--- src/mm3_pkg.sv ---
// Package: MurmurHash3 x86_32 constants, queue item type, back-end states and helpers.
package mm3_pkg;

   localparam logic [31:0] MIX_C1  = 32'hcc9e2d51;
   localparam logic [31:0] MIX_C2  = 32'h1b873593;
   localparam logic [31:0] MIX_ADD = 32'he6546b64;
   localparam logic [31:0] MIX_MUL = 32'd5;
   localparam logic [31:0] FIN_C1  = 32'h85ebca6b;
   localparam logic [31:0] FIN_C2  = 32'hc2b2ae35;

   // bytes in a full word
   localparam logic [2:0] WORD_BYTES = 3'd4;

   // one classified item as it travels from front end to back end
   typedef struct packed {
      logic [31:0] word;   // masked data
      logic [2:0]  count;  // effective byte count, 0..4
      logic        last;   // final item of the message
      logic        full;   // four bytes: full block fold
   } item_type;

   // queue status seen by both ends
   typedef struct packed {
      logic full;
      logic empty;
   } queue_status_type;

   typedef enum logic [2:0] {
      ST_IDLE,
      ST_MIX1,
      ST_MIX2,
      ST_FOLD,
      ST_FIN0,
      ST_FIN1,
      ST_OUT
   } back_state_type;

   function automatic logic [31:0] rotl_13(input logic [31:0] x);
      return {x[18:0], x[31:19]};
   endfunction

   function automatic logic [31:0] rotl_15(input logic [31:0] x);
      return {x[16:0], x[31:17]};
   endfunction

endpackage

--- src/mm3_ifs.sv ---
// Interfaces: request, response and configuration write channels.
interface mm3_req_if;
   logic        valid;
   logic        ready;
   logic [31:0] data_word;
   logic [2:0]  byte_count;
   logic        last;
   modport source (output valid, data_word, byte_count, last, input ready);
   modport sink   (input valid, data_word, byte_count, last, output ready);
endinterface

interface mm3_rsp_if;
   logic        valid;
   logic        ready;
   logic [31:0] hash_value;
   modport source (output valid, hash_value, input ready);
   modport sink   (input valid, hash_value, output ready);
endinterface

interface mm3_csr_if;
   logic        valid;
   logic        ready;
   logic [31:0] data;
   modport source (output valid, data, input ready);
   modport sink   (input valid, data, output ready);
endinterface

--- src/mm3_front.sv ---
// Front end: takes request transfers, normalizes byte count and masks unused bytes.
module mm3_front (
   mm3_req_if.sink               req_if,
   input  mm3_pkg::queue_status_type q_status,
   output logic                  push,
   output mm3_pkg::item_type     push_item
);

   logic [2:0]  count;
   logic [31:0] mask;

   // accept whenever the queue has room
   assign req_if.ready = !q_status.full;
   assign push         = req_if.valid && req_if.ready;

   // non-final items are whole words; oversized final counts saturate
   always_comb begin
      priority if (!req_if.last) begin
         count = mm3_pkg::WORD_BYTES;
      end else if (req_if.byte_count > mm3_pkg::WORD_BYTES) begin
         count = mm3_pkg::WORD_BYTES;
      end else begin
         count = req_if.byte_count;
      end
   end

   // keep only the valid low bytes
   always_comb begin
      unique case (count)
         3'd0:    mask = 32'h0000_0000;
         3'd1:    mask = 32'h0000_00ff;
         3'd2:    mask = 32'h0000_ffff;
         3'd3:    mask = 32'h00ff_ffff;
         default: mask = 32'hffff_ffff;
      endcase
   end

   always_comb begin
      push_item.word  = req_if.data_word & mask;
      push_item.count = count;
      push_item.last  = req_if.last;
      push_item.full  = (count == mm3_pkg::WORD_BYTES);
   end

endmodule

--- src/mm3_queue.sv ---
// Queue: small FIFO of classified items between front end and back end.
module mm3_queue #(
   parameter int DEPTH = 2
) (
   input  logic                      clock,
   input  logic                      reset,
   input  logic                      push,
   input  mm3_pkg::item_type         push_item,
   input  logic                      pop,
   output mm3_pkg::item_type         pop_item,
   output mm3_pkg::queue_status_type status
);

   localparam int PTR_W = (DEPTH > 1) ? $clog2(DEPTH) : 1;
   localparam int CNT_W = $clog2(DEPTH + 1);

   mm3_pkg::item_type mem_ff [DEPTH];
   logic [PTR_W-1:0]  wr_ptr_ff, wr_ptr_in;
   logic [PTR_W-1:0]  rd_ptr_ff, rd_ptr_in;
   logic [CNT_W-1:0]  fill_ff, fill_in;

   assign status.full  = (fill_ff == CNT_W'(DEPTH));
   assign status.empty = (fill_ff == '0);
   assign pop_item     = mem_ff[rd_ptr_ff];

   // pointer wrap and fill tracking
   always_comb begin
      wr_ptr_in = wr_ptr_ff;
      rd_ptr_in = rd_ptr_ff;
      fill_in   = fill_ff;
      if (push) begin
         wr_ptr_in = (wr_ptr_ff == PTR_W'(DEPTH - 1)) ? '0 : wr_ptr_ff + 1'b1;
      end
      if (pop) begin
         rd_ptr_in = (rd_ptr_ff == PTR_W'(DEPTH - 1)) ? '0 : rd_ptr_ff + 1'b1;
      end
      if (push && !pop) begin
         fill_in = fill_ff + 1'b1;
      end else if (pop && !push) begin
         fill_in = fill_ff - 1'b1;
      end
   end

   always_ff @(posedge clock) begin
      if (reset) begin
         wr_ptr_ff <= '0;
         rd_ptr_ff <= '0;
         fill_ff   <= '0;
      end else begin
         wr_ptr_ff <= wr_ptr_in;
         rd_ptr_ff <= rd_ptr_in;
         fill_ff   <= fill_in;
      end
   end

   // storage, no reset
   always_ff @(posedge clock) begin
      if (push) begin
         mem_ff[wr_ptr_ff] <= push_item;
      end
   end

endmodule

--- src/mm3_back.sv ---
// Back end: multi-cycle scramble, fold and finalize sequencer with output register.
module mm3_back (
   input  logic                      clock,
   input  logic                      reset,
   input  logic [31:0]               seed,
   input  mm3_pkg::queue_status_type q_status,
   input  mm3_pkg::item_type         pop_item,
   output logic                      pop,
   mm3_rsp_if.source                 rsp_if
);

   mm3_pkg::back_state_type state_ff, state_in;
   logic        busy_ff, busy_in;
   logic [31:0] h_ff, h_in;
   logic [31:0] len_ff, len_in;
   logic [31:0] k_ff, k_in;
   logic [2:0]  cnt_ff, cnt_in;
   logic        last_ff, last_in;
   logic        full_ff, full_in;
   logic [31:0] out_ff, out_in;
   logic        out_valid_ff, out_valid_in;
   logic [31:0] hx;
   logic [31:0] fx;

   assign rsp_if.valid      = out_valid_ff;
   assign rsp_if.hash_value = out_ff;

   // running hash mixed with the scrambled word, and with the length
   assign hx = h_ff ^ k_ff;
   assign fx = h_ff ^ len_ff;

   always_ff @(posedge clock) begin
      if (reset) begin
         state_ff     <= mm3_pkg::ST_IDLE;
         busy_ff      <= 1'b0;
         out_valid_ff <= 1'b0;
      end else begin
         state_ff     <= state_in;
         busy_ff      <= busy_in;
         out_valid_ff <= out_valid_in;
      end
   end

   always_ff @(posedge clock) begin
      h_ff    <= h_in;
      len_ff  <= len_in;
      k_ff    <= k_in;
      cnt_ff  <= cnt_in;
      last_ff <= last_in;
      full_ff <= full_in;
      out_ff  <= out_in;
   end

   // sequencer: at most one multiply per step
   always_comb begin
      state_in     = state_ff;
      busy_in      = busy_ff;
      h_in         = h_ff;
      len_in       = len_ff;
      k_in         = k_ff;
      cnt_in       = cnt_ff;
      last_in      = last_ff;
      full_in      = full_ff;
      out_in       = out_ff;
      out_valid_in = out_valid_ff;
      pop          = 1'b0;

      // result taken by the receiver
      if (out_valid_ff && rsp_if.ready) begin
         out_valid_in = 1'b0;
      end

      unique case (state_ff)
         mm3_pkg::ST_IDLE: begin
            if (!q_status.empty) begin
               pop     = 1'b1;
               k_in    = pop_item.word;
               cnt_in  = pop_item.count;
               last_in = pop_item.last;
               full_in = pop_item.full;
               h_in    = busy_ff ? h_ff : seed;
               len_in  = busy_ff ? len_ff : 32'd0;
               busy_in = 1'b1;
               state_in = (pop_item.count == 3'd0) ? mm3_pkg::ST_FIN0 : mm3_pkg::ST_MIX1;
            end
         end
         mm3_pkg::ST_MIX1: begin
            k_in     = k_ff * mm3_pkg::MIX_C1;
            state_in = mm3_pkg::ST_MIX2;
         end
         mm3_pkg::ST_MIX2: begin
            k_in     = mm3_pkg::rotl_15(k_ff) * mm3_pkg::MIX_C2;
            state_in = mm3_pkg::ST_FOLD;
         end
         mm3_pkg::ST_FOLD: begin
            h_in     = full_ff ? mm3_pkg::rotl_13(hx) * mm3_pkg::MIX_MUL + mm3_pkg::MIX_ADD
                               : hx;
            len_in   = len_ff + 32'(cnt_ff);
            state_in = last_ff ? mm3_pkg::ST_FIN0 : mm3_pkg::ST_IDLE;
         end
         mm3_pkg::ST_FIN0: begin
            k_in     = (fx ^ (fx >> 16)) * mm3_pkg::FIN_C1;
            state_in = mm3_pkg::ST_FIN1;
         end
         mm3_pkg::ST_FIN1: begin
            k_in     = (k_ff ^ (k_ff >> 13)) * mm3_pkg::FIN_C2;
            state_in = mm3_pkg::ST_OUT;
         end
         mm3_pkg::ST_OUT: begin
            // wait while an older result is still stalled
            if (!out_valid_ff || rsp_if.ready) begin
               out_in       = k_ff ^ (k_ff >> 16);
               out_valid_in = 1'b1;
               busy_in      = 1'b0;
               state_in     = mm3_pkg::ST_IDLE;
            end
         end
         default: begin
            state_in = mm3_pkg::ST_IDLE;
         end
      endcase
   end

endmodule

--- src/murmur3_32_stream_hash.sv ---
// Top level: MurmurHash3 x86_32 stream hash with seed register, front end, queue, back end.
//
// Usage:
//   req_if  : message words, little endian, first byte in bits 7:0. byte_count
//             gives valid bytes (non-final items always count as four); last
//             marks the final item, which may hold 0 to 4 bytes.
//   rsp_if  : one finalized hash per message, after its last item.
//   csr_if  : write of the seed; always ready. Write only while idle. The seed
//             is sampled when the first item of a message starts processing.
// Sequence: the back end runs at most one 32x32 multiply per step, through
//   IDLE (pop), MIX1, MIX2 and FOLD for each item with data, then FIN0, FIN1
//   and OUT after a final item; an empty final item goes from IDLE to FIN0.
// Path: a last item passes through the queue, the back-end states and the
//   output register before rsp valid rises.
// The front end keeps taking items into a QUEUE_DEPTH-entry queue while the
//   back end works, and the back end keeps working while a result waits in the
//   output register; it holds only when a new result meets a stalled one.
// Reset clears the queue, the sequencer, the output valid and the seed (0).
module murmur3_32_stream_hash #(
   parameter int QUEUE_DEPTH = 2
) (
   input  logic       clock,
   input  logic       reset,
   mm3_req_if.sink    req_if,
   mm3_rsp_if.source  rsp_if,
   mm3_csr_if.sink    csr_if
);

   logic [31:0]               seed_ff, seed_in;
   logic                      push;
   logic                      pop;
   mm3_pkg::item_type         push_item;
   mm3_pkg::item_type         pop_item;
   mm3_pkg::queue_status_type q_status;

   // seed register
   assign csr_if.ready = 1'b1;
   assign seed_in      = (csr_if.valid && csr_if.ready) ? csr_if.data : seed_ff;

   always_ff @(posedge clock) begin
      if (reset) begin
         seed_ff <= 32'd0;
      end else begin
         seed_ff <= seed_in;
      end
   end

   mm3_front u_front (
      .req_if    (req_if),
      .q_status  (q_status),
      .push      (push),
      .push_item (push_item)
   );

   mm3_queue #(
      .DEPTH (QUEUE_DEPTH)
   ) u_queue (
      .clock     (clock),
      .reset     (reset),
      .push      (push),
      .push_item (push_item),
      .pop       (pop),
      .pop_item  (pop_item),
      .status    (q_status)
   );

   mm3_back u_back (
      .clock    (clock),
      .reset    (reset),
      .seed     (seed_ff),
      .q_status (q_status),
      .pop_item (pop_item),
      .pop      (pop),
      .rsp_if   (rsp_if)
   );

endmodule

--- src/flat_wrapper.sv ---
// flat-port wrapper written by rule: the top's interface ports become plain ports
module murmur3_32_stream_hash_flat 
#(
   parameter int QUEUE_DEPTH = 2
)
  (clock, reset, req_if_valid, req_if_data_word, req_if_byte_count, req_if_last, req_if_ready, rsp_if_valid, rsp_if_hash_value, rsp_if_ready, csr_if_valid, csr_if_data, csr_if_ready);
  mm3_req_if req_if_i ();
  mm3_rsp_if rsp_if_i ();
  mm3_csr_if csr_if_i ();
  input  logic clock;
  input  logic reset;
  input wire logic [$bits(req_if_i.valid)-1:0] req_if_valid;
  input wire logic [$bits(req_if_i.data_word)-1:0] req_if_data_word;
  input wire logic [$bits(req_if_i.byte_count)-1:0] req_if_byte_count;
  input wire logic [$bits(req_if_i.last)-1:0] req_if_last;
  output wire logic [$bits(req_if_i.ready)-1:0] req_if_ready;
  output wire logic [$bits(rsp_if_i.valid)-1:0] rsp_if_valid;
  output wire logic [$bits(rsp_if_i.hash_value)-1:0] rsp_if_hash_value;
  input wire logic [$bits(rsp_if_i.ready)-1:0] rsp_if_ready;
  input wire logic [$bits(csr_if_i.valid)-1:0] csr_if_valid;
  input wire logic [$bits(csr_if_i.data)-1:0] csr_if_data;
  output wire logic [$bits(csr_if_i.ready)-1:0] csr_if_ready;
  assign req_if_i.valid = req_if_valid;
  assign req_if_i.data_word = req_if_data_word;
  assign req_if_i.byte_count = req_if_byte_count;
  assign req_if_i.last = req_if_last;
  assign req_if_ready = req_if_i.ready;
  assign rsp_if_valid = rsp_if_i.valid;
  assign rsp_if_hash_value = rsp_if_i.hash_value;
  assign rsp_if_i.ready = rsp_if_ready;
  assign csr_if_i.valid = csr_if_valid;
  assign csr_if_i.data = csr_if_data;
  assign csr_if_ready = csr_if_i.ready;
  murmur3_32_stream_hash #(.QUEUE_DEPTH(QUEUE_DEPTH)) u_core (.clock(clock), .reset(reset), .req_if(req_if_i), .rsp_if(rsp_if_i), .csr_if(csr_if_i));
endmodule
--- config.mk ---
export PLATFORM = sky130hd
export DESIGN_NAME = murmur3_32_stream_hash_flat
export DESIGN_NICKNAME = d
export VERILOG_FILES = /design/src/mm3_pkg.sv /design/src/mm3_ifs.sv /design/src/mm3_front.sv /design/src/mm3_queue.sv /design/src/mm3_back.sv /design/src/murmur3_32_stream_hash.sv /design/src/flat_wrapper.sv
export SDC_FILE = /design/constraint.sdc
export NUM_CORES = 2
export LEC_CHECK = 0
export BUFFER_PORTS_ARGS = -buffer_cell sky130_fd_sc_hd__buf_2
export CAP_MARGIN = 0
export CORE_MARGIN = 2
export CORE_UTILIZATION = 65
export CTS_CLUSTER_DIAMETER = 50
export DETAILED_ROUTE_END_ITERATION = 7
export PLACE_DENSITY = 0.87
export RECOVER_POWER = 25
export SETUP_SLACK_MARGIN = 0.05
export SYNTH_ARGS = -nofsm -noshare
export SYNTH_HDL_FRONTEND = slang
export SYNTH_SLANG_ARGS = --single-unit
--- constraint.sdc ---
create_clock -name clock -period 8.15 [get_ports clock]
set_input_delay 0.4075 -clock clock [delete_from_list [all_inputs] [get_ports clock]]
set_output_delay 0.4075 -clock clock [all_outputs]
set_load 0.01 [all_outputs]
==> qor.txt <==
Pin slew with the least headroom to its limit: 2.20 ns
Final Hold Fails: 0
H-tree levels: 1
Post-Syn Area per Cell: 10.1 sq um
Worst-Skew Late Latency: 0.64 ns
Required time of the critical path: 8.48 ns
Clock buffer count from CTS: 31
Clock Skews: 0.0277 ns
Post-synth cell types: 72
First-pass GRT wire length: 222000 microns
WL/cell: 25.4 microns
Max-slew violation count: 33
Slew headroom: -46.7%
Initial antenna violation count: 6
DPL Wire Length: 123000 microns
Starting Density: 65.7%
Largest area contributor in the netlist: fa_1
Critical path class: register to register
Max Cap Violations: 1
CP Capture Type: register
Clock Tree Buf Depth: 3
Top cells by area, synth: fa_1, ha_1, edfxtp_1, inv_1, xnor2_1
Gate Count Post-Synth: 4667
Final ANT Viol Nets: 0
Root buf cell: clkbuf_16
EDFF count, synth: 207
CP Max Fanout: 6
I/O pins: 108
Via count: 35100
Status: complete, but fails checks
Row cnt: 98
Hold WC Path Type: input port to register
IO buf count: 106
Layout cell share with drive strength beyond 1: 5.61%
Clk slew on worst S/H paths: 0.07 ns
Max Freq: 128 MHz
# setup viols final: 0
All-Layer GR Usage: 40.4%
Full die area: 0.0744 sq mm
Die extent in x: 273 microns
Largest net degree at the start of global routing: 84
CP Launch Type: register
Die Y: 273 microns
Nets@finish: 6443
RSZ-0062 raised after global routing: false
Fin crit share: 96.0%
Synth Warn #: 0
Syn_nets: 6266
Setup tns final: 0 ns
# Post-CTS Setup Buffers: 0
DR pass1 iterations: 8
Yosys reg bits: 249
Critical path arrival: 8.15 ns
Mapped Area: 0.0470 sq mm
Core area: 0.0715 sq mm
Fin crit period: 7.82 ns
P&R area growth vs syn: 7.26%
Post-route DRC: 1
Vias in the first global route: 37500
Seq/Total Area, Yosys: 15.0%
TritonCTS Sinks: 249
Top FF cell, synth: edfxtp_1
Share of flip-flops with an asynchronous set or reset: 0%
Share of Yosys cell area claimed by the top area cell type: 31.8%
Grt ovf: 0
DRT Wirelength: 148000 microns
CTS tree: yes
1st-iter DRT viols: 3785
Via/cell ratio: 6.03
Placer Congestion: 1.08
Failing checks: DRC, capacitance limit, slew limit
stage by stage:
step	util (%)	cells	hold WS (ns)	cell area [sq um]	setup slack [ns]
2_1_floorplan	-	4667	0.451	47000	0.740
3_3_place_gp	68.9	5760	0.477	49200	0.239
3_5_place_dp	68.9	5760	0.482	49200	0.217
4_1_cts	70.4	5819	0.000455	50300	0.172
5_1_grt	70.5	5823	0.0302	50400	0.0469
6_report	70.5	5823	0.00947	50400	0.329
cells in the mapped netlist, drive strengths merged, types with 6 or more instances:
cell type	instances
inv	1268
ha	780
fa	746
xnor2	240
edfxtp	207
nor2	186
a21oi	161
nand2	138
o21ai	135
xor2	131
mux2i	69
clkbuf	53
a21o	47
dfxtp	42
nand3	39
nor2b	38
nor3	36
o21a	28
and2	24
nand2b	24
or3	22
and3	20
a31oi	19
a211oi	17
o22ai	17
o31ai	16
a22oi	13
mux2	13
o211ai	13
buf	12
o21bai	12
o221ai	8
a32oi	7
a2111oi	6
a211o	6
nor4	6
o31a	6
critical path, stage by stage (launching register included):
cell and delay (ns):
edfxtp_1 0.49, xor2_1 0.34, xnor2_1 0.21, buf_4 0.22, inv_1 0.14, fa_1 0.55, inv_1 0.05, fa_1 0.47
fa_1 0.50, inv_1 0.06, fa_1 0.50, inv_1 0.06, fa_1 0.55, fa_1 0.43, fa_1 0.51, fa_1 0.42
ha_1 0.40, nand2_1 0.09, nor2_1 0.14, nand2_1 0.14, a211oi_1 0.47, nor4_2 0.12, o21ai_0 0.23, xnor2_1 0.12
a32oi_1 0.19, a22oi_1 0.11
flip-flops by register name, indices dropped and copies added (netlist names), 2 cells and up, named ones only:
name	cells
u_core.u_queue.fill_ff	2
u_core.seed_ff	32
u_core.u_back.rsp_if.hash_value	32
u_core.u_back.k_ff	32
u_core.u_back.h_ff	32
u_core.u_queue.mem_ff	74
u_core.u_back.state_ff	3
u_core.u_back.len_ff	32
u_core.u_back.cnt_ff	3
repair_timing:
action	in CTS	in global routing
resized for setup	0	11
endpoints found under the setup margin	0	6
hold buffers	1	0
endpoints found under the hold margin	2	0
cells by family after synthesis:
family	share of synthesized area, %
AO/OA/AOI/OAI	7.23
XOR/XNOR	6.97
adder cells (fa/ha/maj)	52.6
buffers and inverters	10.7
flip-flops	15.0
multiplexers	1.88
other	0.00799
AND/OR/NAND/NOR	5.61
layout make-up:
type	count	area, sq um
diodes	4	10.0
clock buffers	37	861
clock inverters	21	224
fillers	5089	21100
inverters	1270	4770
multi-input cells	3083	35000
flip-flops and latches	249	7060
well taps	950	1190
repair buffers	209	1250
placed cells by master, fill, tap and decap left out, types with 17 or more instances in the layout:
cell / synthesis / final
mux2i_1: 69 / 69
nor2b_1: 38 / 38
a31oi_1: 19 / 19
fa_1: 746 / 746
o21ai_0: 126 / 125
and3_1: 20 / 19
nand2_1: 138 / 138
clkbuf_16: 0 / 33
a21oi_1: 160 / 159
dfxtp_1: 42 / 41
nand2b_1: 24 / 24
clkbuf_1: 53 / 38
ha_1: 780 / 780
or3_1: 21 / 21
xor2_1: 131 / 131
a211oi_1: 17 / 17
buf_2: 0 / 74
nand3_1: 39 / 38
a21o_1: 47 / 47
edfxtp_1: 207 / 207
o21a_1: 28 / 28
nor3_1: 36 / 35
inv_1: 1268 / 1268
xnor2_1: 240 / 232
o22ai_1: 17 / 17
nor2_1: 186 / 184
buf_4: 1 / 98
path summary, 6_finish.rpt:
kind	from	to	slack, ns	depth (start not counted)
setup / recovery	u_core.u_back.len_ff[9]	u_core.u_back.k_ff[31]	0.33	25
hold / removal	csr_if_data[8]	u_core.seed_ff[8]	0.009	3
setup reg to reg	u_core.u_back.len_ff[9]	u_core.u_back.k_ff[31]	0.33	25
hold reg to reg	u_core.seed_ff[18]	u_core.seed_ff[18]	0.50	2
routing by layer:
metal	wire length, microns	GRT usage [%]
met1	53500	51.0
met2	65200	62.3
met3	16400	9.38
met4	12700	27.5
met5	12	0.128
Power is not shown: default switching activity piles up to over one toggle a cycle in this logic, so the estimate is an artifact.
